File: src/rtl/jsc_pkg.sv
package jsc_pkg;

    // Loop constants
    localparam int FULL_SCALE  = 2048;
    localparam int SAMPLE_BITS = 12;

    // Field widths
    localparam int X_W    = 12;
    localparam int DZ_W   = 11;
    localparam int T_W    = 32;
    localparam int D_W    = 16;
    localparam int COIL_W = 4;
    localparam int PH_W   = 3;
    localparam int IDX_W  = 3;
    localparam int DEN_W  = 13;
    localparam int PROD_W = X_W + D_W;

    localparam logic [X_W-1:0] X_MASK = X_W'((1 << SAMPLE_BITS) - 1);

    // Register map of the configuration port
    typedef enum logic [IDX_W-1:0] {
        REG_CENTRE   = 3'd0,
        REG_DEADZONE = 3'd1,
        REG_DEBOUNCE = 3'd2,
        REG_SLOW     = 3'd3,
        REG_FAST     = 3'd4,
        REG_HALF     = 3'd5
    } reg_idx_t;

    // Eight-phase half-step coil table
    function automatic logic [COIL_W-1:0] half_coils(input logic [PH_W-1:0] ph);
        logic [COIL_W-1:0] c;
        case (ph)
            3'd0:    c = 4'h8;
            3'd1:    c = 4'hC;
            3'd2:    c = 4'h4;
            3'd3:    c = 4'h6;
            3'd4:    c = 4'h2;
            3'd5:    c = 4'h3;
            3'd6:    c = 4'h1;
            default: c = 4'h9;
        endcase
        return c;
    endfunction

    // Four-phase full-step coil table
    function automatic logic [COIL_W-1:0] full_coils(input logic [1:0] ph);
        logic [COIL_W-1:0] c;
        case (ph)
            2'd0:    c = 4'h9;
            2'd1:    c = 4'hC;
            2'd2:    c = 4'h6;
            default: c = 4'h3;
        endcase
        return c;
    endfunction

endpackage

File: src/rtl/jsc_muldiv.sv
module jsc_muldiv (
    input  logic                       aclk,
    input  logic                       aresetn,
    input  logic                       start,
    input  logic [jsc_pkg::X_W-1:0]    mul_a,
    input  logic [jsc_pkg::D_W-1:0]    mul_b,
    input  logic [jsc_pkg::DEN_W-1:0]  den,
    output logic                       done,
    output logic [jsc_pkg::PROD_W-1:0] quot
);
    import jsc_pkg::*;

    localparam int CNT_W = $clog2(PROD_W + 1);

    typedef enum logic [1:0] {MD_IDLE, MD_MUL, MD_DIV} md_state_t;

    md_state_t          state_reg;
    logic [CNT_W-1:0]   cnt_reg;
    logic [X_W-1:0]     a_reg;
    logic [D_W-1:0]     b_reg;
    logic [DEN_W-1:0]   den_reg;
    logic [PROD_W-1:0]  acc_reg;
    logic [DEN_W-1:0]   rem_reg;
    logic               done_reg;

    logic [PROD_W-1:0]  mul_next;
    logic [DEN_W:0]     trial;
    logic [DEN_W:0]     diff;
    logic               fits;

    // Shift-add multiply, one multiplier bit per cycle, MSB first
    assign mul_next = {acc_reg[PROD_W-2:0], 1'b0}
                    + (a_reg[X_W-1] ? PROD_W'(b_reg) : '0);

    // Restoring divide, one quotient bit per cycle
    assign trial = {rem_reg, acc_reg[PROD_W-1]};
    assign diff  = trial - {1'b0, den_reg};
    assign fits  = trial >= {1'b0, den_reg};

    always_ff @(posedge aclk) begin
        if (!aresetn) begin
            state_reg <= MD_IDLE;
            cnt_reg   <= '0;
            done_reg  <= 1'b0;
        end else begin
            done_reg <= 1'b0;
            case (state_reg)
                MD_IDLE: begin
                    if (start) begin
                        a_reg     <= mul_a;
                        b_reg     <= mul_b;
                        den_reg   <= den;
                        acc_reg   <= '0;
                        rem_reg   <= '0;
                        cnt_reg   <= '0;
                        state_reg <= MD_MUL;
                    end
                end
                MD_MUL: begin
                    acc_reg <= mul_next;
                    a_reg   <= {a_reg[X_W-2:0], 1'b0};
                    if (cnt_reg == CNT_W'(X_W - 1)) begin
                        cnt_reg   <= '0;
                        state_reg <= MD_DIV;
                    end else begin
                        cnt_reg <= cnt_reg + 1'b1;
                    end
                end
                MD_DIV: begin
                    rem_reg <= fits ? diff[DEN_W-1:0] : trial[DEN_W-1:0];
                    acc_reg <= {acc_reg[PROD_W-2:0], fits};
                    if (cnt_reg == CNT_W'(PROD_W - 1)) begin
                        cnt_reg   <= '0;
                        done_reg  <= 1'b1;
                        state_reg <= MD_IDLE;
                    end else begin
                        cnt_reg <= cnt_reg + 1'b1;
                    end
                end
                default: state_reg <= MD_IDLE;
            endcase
        end
    end

    assign done = done_reg;
    assign quot = acc_reg;

endmodule

File: src/rtl/joystick_stepper_control.sv
// Flow: an input transaction is taken only in ST_IDLE; its result is registered
// in the pending-result registers and moved to the output register from ST_DONE
// once that is free. With interpolation, ST_CALC first waits for the bit-serial
// multiply/divide unit. No new input is taken until the last result moves on.
// Reset (aresetn low, synchronous): registers take their defaults, motor enabled,
// phase 0, button released, no result pending.
module joystick_stepper_control (
    input  logic                        aclk,
    input  logic                        aresetn,
    input  logic                        s_valid,
    output logic                        s_ready,
    input  logic [jsc_pkg::X_W-1:0]     s_x_sample,
    input  logic                        s_button_pressed,
    input  logic [jsc_pkg::T_W-1:0]     s_now_ms,
    output logic                        m_valid,
    input  logic                        m_ready,
    output logic [jsc_pkg::COIL_W-1:0]  m_coil_pattern,
    output logic                        m_stepping,
    output logic [jsc_pkg::D_W-1:0]     m_step_delay_us,
    output logic                        m_motor_enabled,
    input  logic                        cfg_we,
    input  logic [jsc_pkg::IDX_W-1:0]   cfg_index,
    input  logic [jsc_pkg::D_W-1:0]     cfg_wdata
);
    import jsc_pkg::*;

    typedef enum logic [1:0] {ST_IDLE, ST_CALC, ST_DONE} state_t;

    // Configuration
    logic [X_W-1:0]    centre_reg;
    logic [DZ_W-1:0]   deadzone_reg;
    logic [D_W-1:0]    debounce_reg;
    logic [D_W-1:0]    slow_reg;
    logic [D_W-1:0]    fast_reg;
    logic              half_reg;

    // Loop state
    state_t            state_reg;
    logic [PH_W-1:0]   phase_reg;
    logic              enable_reg;
    logic              last_raw_reg;
    logic              stable_reg;
    logic [T_W-1:0]    change_time_reg;

    // Pending result
    logic [COIL_W-1:0] res_coil_reg;
    logic              res_step_reg;
    logic [D_W-1:0]    res_delay_reg;
    logic              res_en_reg;

    // Output register
    logic              m_valid_reg;
    logic [COIL_W-1:0] m_coil_reg;
    logic              m_step_reg;
    logic [D_W-1:0]    m_delay_reg;
    logic              m_en_reg;

    logic              accept;
    logic [X_W-1:0]    x_m;
    logic              neg;
    logic [X_W-1:0]    mag;
    logic [T_W-1:0]    ct_eff;
    logic [T_W-1:0]    elapsed;
    logic              take;
    logic              en_eff;
    logic              step_go;
    logic [PH_W-1:0]   ph_mask;
    logic [PH_W-1:0]   phase_next;
    logic [COIL_W-1:0] coils;
    logic [DEN_W:0]    den_full;
    logic              den_pos;
    logic              need_div;
    logic [D_W-1:0]    quick_delay;
    logic [D_W-1:0]    span;
    logic [X_W-1:0]    mul_a;
    logic              md_done;
    logic [PROD_W-1:0] quot;
    logic [D_W-1:0]    div_delay;

    assign s_ready = (state_reg == ST_IDLE);
    assign accept  = s_valid && s_ready;

    // Deviation from centre
    assign x_m = s_x_sample & X_MASK;
    assign neg = x_m < centre_reg;
    assign mag = neg ? (centre_reg - x_m) : (x_m - centre_reg);

    // Debounce and enable toggle
    assign ct_eff  = (s_button_pressed != last_raw_reg) ? s_now_ms : change_time_reg;
    assign elapsed = s_now_ms - ct_eff;
    assign take    = (elapsed > T_W'(debounce_reg)) && (s_button_pressed != stable_reg);
    assign en_eff  = enable_reg ^ (take && s_button_pressed);
    assign step_go = (mag > X_W'(deadzone_reg)) && en_eff;

    // Phase advance and coil lookup
    assign ph_mask    = half_reg ? 3'd7 : 3'd3;
    assign phase_next = neg ? ((phase_reg + 3'd1) & ph_mask)
                            : ((phase_reg + ph_mask) & ph_mask);
    assign coils      = half_reg ? half_coils(phase_next) : full_coils(phase_next[1:0]);

    // Delay: interpolate only when slow exceeds fast and deadzone is below FULL_SCALE
    assign den_full    = (DEN_W+1)'(FULL_SCALE) - (DEN_W+1)'(deadzone_reg);
    assign den_pos     = !den_full[DEN_W] && (den_full != '0);
    assign need_div    = den_pos && (slow_reg > fast_reg);
    assign quick_delay = (den_pos || (fast_reg > slow_reg)) ? slow_reg : fast_reg;
    assign span        = slow_reg - fast_reg;
    assign mul_a       = mag - X_W'(deadzone_reg);
    assign div_delay   = (quot > PROD_W'(span)) ? fast_reg : (slow_reg - quot[D_W-1:0]);

    jsc_muldiv u_muldiv (
        .aclk    (aclk),
        .aresetn (aresetn),
        .start   (accept && step_go && need_div),
        .mul_a   (mul_a),
        .mul_b   (span),
        .den     (den_full[DEN_W-1:0]),
        .done    (md_done),
        .quot    (quot)
    );

    // Configuration writes
    always_ff @(posedge aclk) begin
        if (!aresetn) begin
            centre_reg   <= 12'd2945;
            deadzone_reg <= 11'd200;
            debounce_reg <= 16'd50;
            slow_reg     <= 16'd4000;
            fast_reg     <= 16'd1200;
            half_reg     <= 1'b1;
        end else if (cfg_we) begin
            case (cfg_index)
                REG_CENTRE:   centre_reg   <= cfg_wdata[X_W-1:0];
                REG_DEADZONE: deadzone_reg <= cfg_wdata[DZ_W-1:0];
                REG_DEBOUNCE: debounce_reg <= cfg_wdata;
                REG_SLOW:     slow_reg     <= cfg_wdata;
                REG_FAST:     fast_reg     <= cfg_wdata;
                REG_HALF:     half_reg     <= cfg_wdata[0];
                default: ;
            endcase
        end
    end

    // Control pass sequencer and output register
    always_ff @(posedge aclk) begin
        if (!aresetn) begin
            state_reg       <= ST_IDLE;
            phase_reg       <= '0;
            enable_reg      <= 1'b1;
            last_raw_reg    <= 1'b0;
            stable_reg      <= 1'b0;
            change_time_reg <= '0;
            m_valid_reg     <= 1'b0;
        end else begin
            // Drop the result once taken, unless a new one is loaded
            if (m_ready && (state_reg != ST_DONE)) begin
                m_valid_reg <= 1'b0;
            end
            case (state_reg)
                ST_IDLE: begin
                    if (accept) begin
                        change_time_reg <= ct_eff;
                        last_raw_reg    <= s_button_pressed;
                        if (take) begin
                            stable_reg <= s_button_pressed;
                        end
                        enable_reg    <= en_eff;
                        res_en_reg    <= en_eff;
                        res_step_reg  <= step_go;
                        res_coil_reg  <= step_go ? coils : '0;
                        res_delay_reg <= step_go ? quick_delay : '0;
                        if (step_go) begin
                            phase_reg <= phase_next;
                        end
                        state_reg <= (step_go && need_div) ? ST_CALC : ST_DONE;
                    end
                end
                ST_CALC: begin
                    if (md_done) begin
                        res_delay_reg <= div_delay;
                        state_reg     <= ST_DONE;
                    end
                end
                ST_DONE: begin
                    // Hand over once the output register is free
                    if (!m_valid_reg || m_ready) begin
                        m_valid_reg <= 1'b1;
                        m_coil_reg  <= res_coil_reg;
                        m_step_reg  <= res_step_reg;
                        m_delay_reg <= res_delay_reg;
                        m_en_reg    <= res_en_reg;
                        state_reg   <= ST_IDLE;
                    end
                end
                default: state_reg <= ST_IDLE;
            endcase
        end
    end

    assign m_valid         = m_valid_reg;
    assign m_coil_pattern  = m_coil_reg;
    assign m_stepping      = m_step_reg;
    assign m_step_delay_us = m_delay_reg;
    assign m_motor_enabled = m_en_reg;

endmodule
File: config.mk
export PLATFORM = sky130hd
export DESIGN_NAME = joystick_stepper_control
export DESIGN_NICKNAME = d
export VERILOG_FILES = /design/src/rtl/jsc_pkg.sv /design/src/rtl/jsc_muldiv.sv /design/src/rtl/joystick_stepper_control.sv
export SDC_FILE = /design/constraint.sdc
export NUM_CORES = 1
export LEC_CHECK = 0
export ABC_AREA = 1
export ABC_CLOCK_PERIOD_IN_PS = 24400
export BUFFER_PORTS_ARGS = -buffer_cell sky130_fd_sc_hd__buf_4
export CAP_MARGIN = 20
export CORE_MARGIN = 5
export CORE_UTILIZATION = 35
export CTS_CLUSTER_SIZE = 10
export DETAILED_ROUTE_END_ITERATION = 8
export SKIP_LAST_GASP = 1
export SLEW_MARGIN = 10
export SYNTH_ARGS = -nofsm -noshare
export SYNTH_HDL_FRONTEND = slang
export SYNTH_HIERARCHICAL = 1
export SYNTH_SLANG_ARGS = --single-unit
File: constraint.sdc
create_clock -name aclk -period 24.4 [get_ports aclk]
set_clock_uncertainty 0.1 [all_clocks]
set_input_delay 4.88 -clock aclk [delete_from_list [all_inputs] [get_ports aclk]]
set_output_delay 4.88 -clock aclk [all_outputs]
set_load 0.02 [all_outputs]
; ---- Word-level counts from Yosys, hierarchy flattened
; Cells that the tools add are included.
[word_totals]
register_bits = 247
in_bits = 69
output_inout_bits = 24
elab_cells = 161
[classes]
add_sub_neg = 12
n_lt_le_gt_ge = 7
n_eq_ne = 28
muxes = 38
n_bitwise = 3
reduce_logical = 44
[op_table]
columns = operator, n
row1 = 16-bit 2-to-1 mux, 6
row2 = 28-bit one-hot mux with 3 select lines, 1
row3 = 16-bit greater-than comparator, 2
row4 = 32-bit by 16-bit greater-than comparator with 1-bit output, 1
row5 = 32-bit 2-to-1 mux, 1
row6 = 16-bit one-hot mux with 2 select lines, 1
row7 = 16-bit subtractor, 2
row8 = 32-bit subtractor, 1
row9 = 3-bit AND reduction, 10
row10 = 28-bit adder, 1
row11 = 28-bit by 16-bit greater-than comparator with 1-bit output, 1
row12 = 28-bit 2-to-1 mux, 1
row13 = 4-bit one-hot mux with 7 select lines, 1
row14 = 13-bit 2-to-1 mux, 2
row15 = 13-bit one-hot mux with 2 select lines, 1
row16 = 12-bit 2-to-1 mux, 2
row17 = 12-bit one-hot mux with 2 select lines, 1
row18 = 12-bit subtractor, 2
row19 = 2-bit AND reduction, 9
row20 = 3-bit == test (second input constant), 5
row21 = 5-bit 2-to-1 mux, 3
row22 = 5-bit one-hot mux with 3 select lines, 1
row23 = 14-bit by 13-bit >= comparator with 1-bit output, 1
row24 = 2-bit 2-to-1 mux, 7
row25 = other kinds (33), 69

; ---- Depth between registers and ports, before layout
; Gate-level depths: netlist of the first run.
[logic_depth]
word_depth = 12
depth_mapped = 43
depth_no_buf = 41

; ---- Modules after synthesis
; The synthesis of the first run kept the hierarchy.
[by_module_without_submodules]
columns = module, n_inst, cells_each, area_each_um2
row1 = joystick_stepper_control, 1, 1883, 13135.1
row2 = jsc_muldiv, 1, 820, 6018.3

; ---- Worst setup path before layout of the first run
; OpenSTA, ideal clock, no wires.
[synth_path]
path_kind = in2reg
startpoint = in s_button_pressed
endpoint = reg u_muldiv.acc_reg[0], in the netlist u_muldiv/quot[0], enable pin
setup_ns = 0.413
arrival_ns = 10.530
required_ns = 23.887
slack_ns = 13.358
cell_stages = 37
cell_sequence = inv_2 > nand2_1 > nand2_1 > buf_1 > clkbuf_1 > mux2i_1 > ha_1 > inv_1 > o21ai_0 > nand2_1 > nand2_1 > a21oi_1 > nand2_2 > xor2_1 > ha_1 > nand2_1 > inv_1 > nand3_1 > nor3_1 > nand3_1 > nand2_1 > nand2_1 > nor2_1 > nand2_1 > nor2_1 > nand2_1 > nor2_2 > nand2_2 > nand2_2 > nand2_2 > nand2_2 > nand4_1 > inv_1 > nand2_1 > o21ai_0 > inv_1 > nor2_1
[synth_via]
elab_chain_cells = 12
[synth_rtl]
columns = element, line_no
row1 = "start, declared", joystick_stepper_control.sv:13  ; input logic s_button_pressed,
row2 = 1-bit inequality test, joystick_stepper_control.sv:89  ; assign ct_eff = (s_button_pressed != last_raw_reg) ? s_now_ms : change_time_reg;
row3 = 32-bit 2-to-1 mux, joystick_stepper_control.sv:89
row4 = 32-bit subtractor, joystick_stepper_control.sv:90  ; assign elapsed = s_now_ms - ct_eff;
row5 = 32-bit by 16-bit greater-than comparator with 1-bit output, joystick_stepper_control.sv:91  ; assign take = (elapsed > T_W'(debounce_reg)) && (s_button_pressed != stable_reg);
row6 = 1-bit logical AND, joystick_stepper_control.sv:91
row7 = 1-bit logical AND (*), joystick_stepper_control.sv:92  ; assign en_eff = enable_reg ^ (take && s_button_pressed);
row8 = 1-bit XOR (*), joystick_stepper_control.sv:92
row9 = named net en_eff, joystick_stepper_control.sv:65  ; logic en_eff;
row10 = 1-bit logical AND (*), joystick_stepper_control.sv:93  ; assign step_go = (mag > X_W'(deadzone_reg)) && en_eff;
row11 = 1-bit logical AND (*) (2 in series), joystick_stepper_control.sv:113  ; .start (accept && step_go && need_div),
row12 = 2-bit by 1-bit inequality test with 1-bit output (no source line) (*), n/a
row13 = 3-bit AND reduction (no source line) (*), n/a
row14 = "end signal, assigned", jsc_muldiv.sv:60  ; acc_reg <= mul_next;
row15 = "end signal, assigned", jsc_muldiv.sv:71  ; acc_reg <= {acc_reg[PROD_W-2:0], fits};
row16 = "end, declared", jsc_muldiv.sv:22  ; logic [PROD_W-1:0] acc_reg;
; The timed path passes the listed nets; every way through them passes the cells marked *.
; A chain may end at the register's enable or synchronous reset.

; ---- Final worst setup path of the first run
[layout_path]
startpoint = in s_x_sample[0] in the netlist's numbering
endpoint = reg u_muldiv.acc_reg[13], in the netlist u_muldiv/quot[13], enable pin
[layout_via]
elab_chain_cells = 8
[layout_rtl]
columns = element, line_no
row1 = "start, declared", joystick_stepper_control.sv:12  ; input logic [jsc_pkg::X_W-1:0] s_x_sample,
row2 = 12-bit subtractor or 12-bit < comparator (tied branches), "joystick_stepper_control.sv:86, joystick_stepper_control.sv:85"
row3 = 12-bit 2-to-1 mux (*), joystick_stepper_control.sv:86  ; assign mag = neg ? (centre_reg - x_m) : (x_m - centre_reg);
row4 = 12-bit by 11-bit greater-than comparator with 1-bit output (*), joystick_stepper_control.sv:93
row5 = 1-bit logical AND (*), joystick_stepper_control.sv:93
row6 = 1-bit logical AND (*) (2 in series), joystick_stepper_control.sv:113
row7 = 2-bit by 1-bit inequality test with 1-bit output (no source line) (*), n/a
row8 = 3-bit AND reduction (no source line) (*), n/a
; Every way passes the cells marked *; elsewhere a longest branch is shown, timed or not.

==> results_dict.tcl, run 1 <==
set metrics [dict create \
    final_hold_viol_count 0 \
    cts-root-buf "clkbuf_16" \
    final_antenna_net_count 0 \
    core_area_mm2 0.0540 \
    power_switching_mw 0.710 \
    rr_worst_depth 32 \
    synth_compound_area_share_pct 15.1 \
    worstReg2RegStart "centre_reg[0]" \
    combPwrFrac_pct 41.5 \
    path_depth 34 \
    yosysWarningCount 6 \
    hold_path_end "m_step_delay_us[13]" \
    multiInputGateArea_mm2 0.0108 \
    synth_top_area_share_pct 19.8 \
    first_pass_iters 5 \
    r2r_end "u_muldiv/quot[13]" \
    placed_cell_area_mm2 0.0205 \
    crit_arrival_ns 10.47 \
    rows 85 \
    die-area_mm2 0.0595 \
    cpLargestDelayFamily "simple AND/OR/NAND/NOR gates" \
    htree_levels 2 \
    crit_buf_inv 9 \
    synth-edff-count 126 \
    cp_slowest_stage_delay_ns 0.42 \
    post-route-period-util_pct 42.5 \
    synthSimpleGateAreaFrac_pct 25.6 \
    initial_core_util_pct 35.5 \
    cts_setup_buffers 0 \
    clkLatencyLatePin_ns 0.56 \
    grt_usage_pct 18.0 \
    final_area_mm2 0.0216 \
    finalWeightedCongestion 0.946 \
    io_pins 93 \
    grt_pass1_wl_mm 87.2 \
    muxShareOfSynthArea_pct 1.10 \
    grt_setup_unrepaired "no" \
    syn_area_per_cell_um2 7.09 \
    largest_register_ff_count 32 \
    slew_headroom_pct 33.8 \
    vias 17600 \
    cp-start-kind "input pin" \
    crit_fanout 28 \
    synthXorXnorAreaFrac_pct 3.61 \
    holdPathStages 0 \
    switching_share_pct 41.0 \
    wirelength_mm 55.1 \
    die_y_um 244 \
    reg2reg_slack_ns 18.21 \
    critPathRequiredTime_ns 24.50 \
    holdBufCountCts 0 \
    viasPerCell 5.02 \
    cts_buffer_depth 3 \
    regArea_mm2 0.00621 \
    grt_start_max_net_pins 52 \
    setup_viol 0 \
    ctsResizeCount 0 \
    intPower_mw 1.02 \
    wl_per_cell_um 15.7 \
    grt-ovfl-total 0 \
    first_global_vias 16500 \
    areaGrowthSynthToFinish_pct 12.5 \
    io_buffer_count 92 \
    timing.critical_path.mode_cell "inv_1" \
    tritoncts "yes" \
    fp.dieW_um 244 \
    antenna_found_initial 0 \
    powerDensity_mw_per_mm2 80.3 \
    clkTransAtPathRegs_ns 0.06 \
    yosysTopAreaCell "edfxtp_1" \
    finalMaxSlewViolations 0 \
    crit_type "in2reg" \
    final_util_pct 39.9 \
    setup.worst_path.end_class "flop" \
    outcome "finished clean" \
    synth_area_mm2 0.0192 \
    setup-tns-final_ns 0 \
    power_frac_seq_pct 31.7 \
    synth_top_family_by_area "simple AND/OR/NAND/NOR gates" \
    drcViolationCount 0 \
    synth_common_cells "667 x nand2_1, 469 x inv_1, 232 x a21oi_1, 182 x nor2_1, 164 x o21ai_0" \
    min_period_ns 10.38 \
    synth_fp_nets 2936 \
    worstHoldStart "res_delay_reg[13]" \
    synth.most_common_cell "nand2_1" \
    synth-seq-cells 247 \
    first_iter_violations 1073 \
    ys_types 63 \
    power.clock.fraction_pct 26.9 \
    seq_area_frac_synth_pct 32.4 \
    ys_async_sr_fraction_pct 0 \
    vdd_drop_max_v 0.0000461 \
    max_cap_viol_count 0 \
    synth.area.top_cells "edfxtp_1 20%, nand2_1 13%, dfxtp_1 13%" \
    synthAdderAreaFrac_pct 11.0 \
    leakagePower_nw 10.3 \
    fillers 5623 \
    drive_gt1_share_pct 8.99 \
    syn_inst 2703 \
    worst_slew_pin_slew_ns 0.991 \
    cts.sinks 247 \
    synth-main-ff-cell "edfxtp_1" \
    cpMaxStageDelayCell "fa_1" \
    hpwlAfterDp_mm 43.2 \
    max_freq_mhz 96.4 \
    hp-class "reg2reg" \
    final_nets 3012 \
    cts_made_buffers 34 \
]
==> cell usage in the layout (no fill, tap or decap), types with 14 or more instances in the layout <==
master and n:
nand2_1 667, inv_1 469, a21oi_1 232, nor2_1 180
o21ai_0 164, ha_1 156, edfxtp_1 126, dfxtp_1 121
nand3_1 111, buf_4 103, xor2_1 64, o211ai_1 47
clkbuf_16 34, nand2_2 33, nand4_1 30, nor3_1 26
nand3_2 25, mux2i_1 21, o21bai_1 15, xnor2_1 15
clkbuf_1 14
==> cells by family (layout without fill, tap and decap cells) <==
family,count (synthesis),after routing
compound gates,518,518
xor+xnor,79,79
fa+ha+maj,164,164
buf+inv,548,649
flops,247,247
mux,21,21
other cells,1,2
simple gates,1125,1125
==> power by group through the flow <==
stage | combinational (mW) | clock (mW) | sequential, mW
final | 0.718 | 0.466 | 0.548
after global routing | 0.815 | 0.496 | 0.554
after CTS | 0.717 | 0.481 | 0.548
after detailed placement | 0.713 | 0 | 0.557
after global placement | 0.699 | 0 | 0.556
after floorplan | 0.529 | 0 | 0.549
==> worst max path at each step <==
stage	endpoint	start	slack [ns]
detailed placement	u_muldiv/quot[15]	s_x_sample[0]	13.50
global route	u_muldiv/quot[13]	s_x_sample[0]	13.44
global placement	u_muldiv/quot[15]	s_x_sample[0]	13.58
floorplan	u_muldiv/quot[0]	s_button_pressed	13.36
finish	u_muldiv/quot[13]	s_x_sample[0]	14.02
CTS	u_muldiv/quot[14]	s_x_sample[0]	14.08
==> per-layer routing <==
layer | wire length [µm] | global-route usage (%) | vias up
met3 | 2710 | 2.72 | 68
li1 | - | - | 8992
met1 | 25700 | 24.7 | 8127
met5 | 0 | 0 | -
met4 | 1290 | 4.61 | 0
met2 | 25500 | 30.0 | 377
==> cell type report <==
cell class,count,area share [%]
diodes,1,0.0116
inverters,483,8.41
clock buffers,50,4.32
flip-flops and latches,247,28.8
well taps,696,4.04
multi-input cells,1908,50.3
repair buffers,105,3.77
clock inverters,11,0.377
==> through the flow <==
stage,std cells,worst slack (ns),hold WS (ns),power [mW]
after floorplan,2703,13.36,0.300,1.08
after global placement,3437,13.58,0.314,1.25
after detailed placement,3438,13.50,0.311,1.27
after CTS,3499,14.08,0.321,1.75
after global routing,3500,13.44,0.332,1.87
final,3501,14.02,0.317,1.73
Power figures use the tool's default switching activity.
==> run 2, diff against run 1 <==
--- a/config.mk
+++ b/config.mk
@@ -6,7 +6,7 @@
 export NUM_CORES = 1
 export LEC_CHECK = 0
 export ABC_AREA = 1
-export ABC_CLOCK_PERIOD_IN_PS = 24400
+export ABC_CLOCK_PERIOD_IN_PS = 9000
 export BUFFER_PORTS_ARGS = -buffer_cell sky130_fd_sc_hd__buf_4
 export CAP_MARGIN = 20
 export CORE_MARGIN = 5
==> constraint.sdc (replaced) <==
create_clock -name aclk -period 9 [get_ports aclk]
set_clock_uncertainty 0.1 [all_clocks]
set_input_delay 1.8 -clock aclk [delete_from_list [all_inputs] [get_ports aclk]]
set_output_delay 1.8 -clock aclk [all_outputs]
set_load 0.02 [all_outputs]
==> run 2 against run 1 <==
Against the previous run: count of clock-buffer cells in the layout increased by 3; flip-flop and latch count unchanged; final area increased by 0.17%; final cell count about the same; die area unchanged; first-iteration DRC count increased by 12%; sequential share of layout area about the same.
==> results_dict.tcl, run 2 (synthesized netlist as in run 1, its figures left out) <==
set metrics [dict create \
    ctsResizeCount 0 \
    crit_arrival_ns 7.54 \
    first_pass_iters 6 \
    vdd_drop_max_v 0.000174 \
    largest_register_ff_count 32 \
    leakagePower_nw 10.4 \
    cp_slowest_stage_delay_ns 0.57 \
    io_pins 93 \
    combPwrFrac_pct 41.3 \
    io_buffer_count 92 \
    grt.busiest_layer "met2" \
    cts_buffer_depth 3 \
    cts.sinks 247 \
    crit_buf_inv 8 \
    power.clock.fraction_pct 27.3 \
    worstReg2RegStart "centre_reg[0]" \
    mostFrequentLayoutCells "667 x nand2_1, 469 x inv_1, 232 x a21oi_1, 180 x nor2_1, 164 x o21ai_0" \
    finalMaxSlewViolations 0 \
    cts_made_buffers 34 \
    grt_setup_unrepaired "no" \
    final_hold_viol_count 0 \
    grtUsageMet1_pct 24.1 \
    viasPerCell 4.98 \
    grt_usage_pct 17.8 \
    fp.dieW_um 244 \
    worst_slew_pin_slew_ns 1.05 \
    cp-start-kind "input pin" \
    cts_setup_buffers 0 \
    final_antenna_net_count 0 \
    max_freq_mhz 135 \
    final_common_cell "nand2_1" \
    max_cap_viol_count 0 \
    final_nets 3011 \
    worstHoldStart "res_coil_reg[1]" \
    slew_headroom_pct 29.8 \
    first_iter_violations 1207 \
    startpoint "s_x_sample[0]" \
    gr-usage-met2_pct 29.9 \
    grtUsageMet3_pct 2.54 \
    cpMaxStageDelayCell "nor2_2" \
    fillers 5688 \
    powerDensity_mw_per_mm2 219 \
    grt_pass1_wl_mm 87.0 \
    drive_gt1_share_pct 8.99 \
    cts-root-buf "clkbuf_16" \
    power_frac_seq_pct 31.3 \
    finalWeightedCongestion 0.895 \
    setup.worst_path.end_class "flop" \
    initial_core_util_pct 35.5 \
    rows 85 \
    final_util_pct 40.0 \
    die-area_mm2 0.0595 \
    post-route-period-util_pct 82.4 \
    min_period_ns 7.41 \
    hp-class "reg2reg" \
    holdBufCountCts 0 \
    outcome "finished clean" \
    setup-tns-final_ns 0 \
    antenna_found_initial 0 \
    grt_start_max_net_pins 52 \
    drcViolationCount 0 \
    crit_type "in2reg" \
    intPower_mw 2.82 \
    setup_viol 0 \
    core_area_mm2 0.0540 \
    hpwlAfterDp_mm 42.8 \
    crit_fanout 16 \
    htree_levels 2 \
    switching_share_pct 40.2 \
    vias 17400 \
    clkTransAtPathRegs_ns 0.05 \
    critPathRequiredTime_ns 9.12 \
    areaGrowthSynthToFinish_pct 12.7 \
    first_global_vias 16900 \
    die_y_um 244 \
    power_switching_mw 1.90 \
    cpLargestDelayFamily "simple AND/OR/NAND/NOR gates" \
    wirelength_mm 54.3 \
    tritoncts "yes" \
    num_antenna_cells 0 \
    wl_per_cell_um 15.5 \
    clkLatencyLatePin_ns 0.55 \
    grt-ovfl-total 0 \
]
==> run 2: through the flow <==
step	std cells	hold WS [ns]	power (mW)	worst slack (ns)	instance area (µm²)
after detailed placement	3438	0.308	3.44	1.04	20500
final	3499	0.319	4.73	1.59	21600
after floorplan	2703	0.300	2.92	1.04	19200
after CTS	3499	0.319	4.77	1.61	21600
after global routing	3499	0.331	5.11	0.958	21600
after global placement	3437	0.312	3.40	1.13	20500
==> run 2: cell type report <==
cell class                      count  area, µm²  share of cell area (%)
Tap cell                          696        871                    4.03
Inverter                          483       1810                    8.40
Multi-Input combinational cell   1908      10800                    50.2
Timing Repair Buffer              104        785                    3.63
Sequential cell                   247       6210                    28.7
Clock inverter                      8       63.8                   0.296
Clock buffer                       53       1010                    4.70
==> run 2: path summary, 6_finish.rpt <==
check | endpoint | slack, ns | depth (start not counted)
worst max-delay path | u_muldiv/b_reg[15] | 1.59 | 32
worst min register to register | m_coil_pattern[1] | 0.32 | 0
worst max register to register | u_muldiv/b_reg[15] | 2.71 | 30
worst min-delay path | m_coil_pattern[1] | 0.32 | 0
==> run 2: worst reg2reg max path: cells and delay by family, from the launching register on <==
| family | cells | cell delay, ns |
|---|---|---|
| AND/OR/NAND/NOR | 11 | 2.01 |
| AO/OA/AOI/OAI | 8 | 1.30 |
| adder cells (fa/ha/maj) | 3 | 0.93 |
| buffers and inverters | 6 | 0.76 |
| multiplexers | 1 | 0.35 |
| flip-flops | 1 | 0.32 |
| XOR/XNOR | 1 | 0.16 |
==> run 2: metal layers <==
layer | vias up | wire length (µm)
met4 | 0 | 1480
li1 | 8968 | -
met3 | 78 | 2470
met5 | - | 0
met2 | 352 | 24900
met1 | 8036 | 25500
==> run 2: power by group through the flow <==
stage | sequential (mW) | combinational [mW] | clock, mW
floorplan | 1.49 | 1.43 | 0
global placement | 1.50 | 1.90 | 0
detailed placement | 1.50 | 1.94 | 0
CTS | 1.48 | 1.95 | 1.33
global route | 1.50 | 2.23 | 1.38
finish | 1.48 | 1.95 | 1.29
==> run 3, diff against run 2 <==
--- a/config.mk
+++ b/config.mk
@@ -6,7 +6,7 @@
 export NUM_CORES = 1
 export LEC_CHECK = 0
 export ABC_AREA = 1
-export ABC_CLOCK_PERIOD_IN_PS = 9000
+export ABC_CLOCK_PERIOD_IN_PS = 7170
 export BUFFER_PORTS_ARGS = -buffer_cell sky130_fd_sc_hd__buf_4
 export CAP_MARGIN = 20
 export CORE_MARGIN = 5
==> constraint.sdc (replaced) <==
create_clock -name aclk -period 7.17 [get_ports aclk]
set_clock_uncertainty 0.1 [all_clocks]
set_input_delay 1.434 -clock aclk [delete_from_list [all_inputs] [get_ports aclk]]
set_output_delay 1.434 -clock aclk [all_outputs]
set_load 0.02 [all_outputs]
==> run 3 against run 2 <==
Against the previous run: combinational power rose by 27%; global-route usage grew 0.071 points; count of clock-buffer cells in the layout is 2 lower; sequential power is 26% higher; flip-flop and latch count unchanged; wire length is 1.1% higher; total power up 24%; critical path depth up 3; final area about the same; sequential share of layout area about the same; critical path type unchanged; final cell count about the same.
==> results_dict.tcl, run 3 (synthesized netlist as in run 1, its figures left out) <==
set metrics [dict create \
    outcome "finished clean" \
    worstHoldStart "res_delay_reg[7]" \
    cp_slowest_stage_delay_ns 0.42 \
    first_iter_violations 1259 \
    grt_usage_pct 17.9 \
    io_buffer_count 92 \
    min_period_ns 6.32 \
    tritoncts "yes" \
    drive_gt1_share_pct 8.95 \
    vdd_drop_max_v 0.000206 \
    grt_start_max_net_pins 99 \
    drcViolationCount 0 \
    startpoint "s_x_sample[0]" \
    fillers 5635 \
    wl_per_cell_um 15.7 \
    htree_levels 1 \
    post-route-period-util_pct 88.1 \
    crit_fanout 28 \
    setup-tns-final_ns 0 \
    finalWeightedCongestion 0.918 \
    worstReg2RegStart "centre_reg[0]" \
    areaGrowthSynthToFinish_pct 12.6 \
    first_global_vias 16900 \
    cts_made_buffers 31 \
    final_antenna_net_count 0 \
    clkLatencyLatePin_ns 0.59 \
    die_y_um 244 \
    vias 17500 \
    critPathRequiredTime_ns 7.35 \
    powerDensity_mw_per_mm2 272 \
    core_area_mm2 0.0540 \
    slew_headroom_pct 31.5 \
    crit_arrival_ns 6.50 \
    die-area_mm2 0.0595 \
    max_cap_viol_count 0 \
    io_pins 93 \
    setup_viol 0 \
    worst_slew_pin_slew_ns 1.03 \
    grt_pass1_wl_mm 88.0 \
    rows 85 \
    crit_type "in2reg" \
    clkTransAtPathRegs_ns 0.06 \
    placed_cell_area_mm2 0.0206 \
    max_freq_mhz 158 \
    cp-start-kind "input pin" \
    final_hold_viol_count 0 \
    holdBufCountCts 0 \
    cts.sinks 247 \
    grt_setup_unrepaired "no" \
    cts_buffer_depth 3 \
    largest_register_ff_count 32 \
    cts_setup_buffers 0 \
    antenna_found_initial 1 \
    grt-ovfl-total 0 \
    hp-class "reg2reg" \
    timing.critical_path.mode_cell "inv_1" \
    final_nets 3014 \
    ctsResizeCount 0 \
    num_antenna_cells 0 \
    viasPerCell 4.99 \
    fp.dieW_um 244 \
    initial_core_util_pct 35.5 \
    finalMaxSlewViolations 0 \
    leakagePower_nw 10.4 \
    final_area_mm2 0.0216 \
    wirelength_mm 55.0 \
    cpMaxStageDelayCell "fa_1" \
    first_pass_iters 6 \
    setup.worst_path.end_class "flop" \
    final_common_cell "nand2_1" \
    mostFrequentLayoutCells "667 x nand2_1, 469 x inv_1, 232 x a21oi_1, 180 x nor2_1, 164 x o21ai_0" \
    hpwlAfterDp_mm 43.3 \
    cts-root-buf "clkbuf_16" \
]
==> run 3: through the flow <==
step,hold slack (ns),power (mW),util (%),worst slack (ns),cells
floorplan,0.300,3.67,-,0.0192,2703
global placement,0.303,4.29,38.1,0.390,3444
detailed placement,0.305,4.33,38.1,0.304,3444
CTS,0.318,5.91,39.9,0.917,3501
global route,0.324,6.33,39.9,0.351,3501
finish,0.316,5.87,39.9,0.853,3501
==> run 3: layout make-up <==
type / instances / area (µm²) / area share [%]
well taps: 696 / 871 / 4.04
multi-input cells: 1908 / 10800 / 50.2
inverters: 483 / 1810 / 8.40
repair buffers: 110 / 851 / 3.94
clock buffers: 51 / 902 / 4.18
clock inverters: 6 / 95.1 / 0.441
flip-flops and latches: 247 / 6210 / 28.8
==> run 3: worst paths after layout <==
kind / endpoint / slack, ns / cells after the start
max reg2reg: u_muldiv/quot[13] / 1.52 / 33
min: m_step_delay_us[7] / 0.32 / 0
min reg2reg: m_step_delay_us[7] / 0.32 / 0
max: u_muldiv/quot[13] / 0.85 / 35
==> run 3: per-layer routing <==
layer,vias to the layer above,track usage [%],part of all wire [%]
li1,8969,-,-
met1,8011,24.7,47
met2,412,29.8,46
met3,90,2.12,4.1
met4,0,4.88,2.9
met5,-,0,0
==> run 3: worst max-delay path: cells and delay by family <==
| family | cells | cell delay [ns] |
|---|---|---|
| simple gates | 12 | 1.47 |
| compound gates | 9 | 1.35 |
| buf+inv | 9 | 0.96 |
| fa+ha+maj | 3 | 0.92 |
| mux | 1 | 0.22 |
| xor+xnor | 1 | 0.14 |
==> run 3: where the power goes <==
part / switching [mW] / total, mW / internal, mW
Sequential: 0.116 / 1.86 / 1.74
Clock: 0.620 / 1.55 / 0.926
Combinational: 1.63 / 2.47 / 0.841
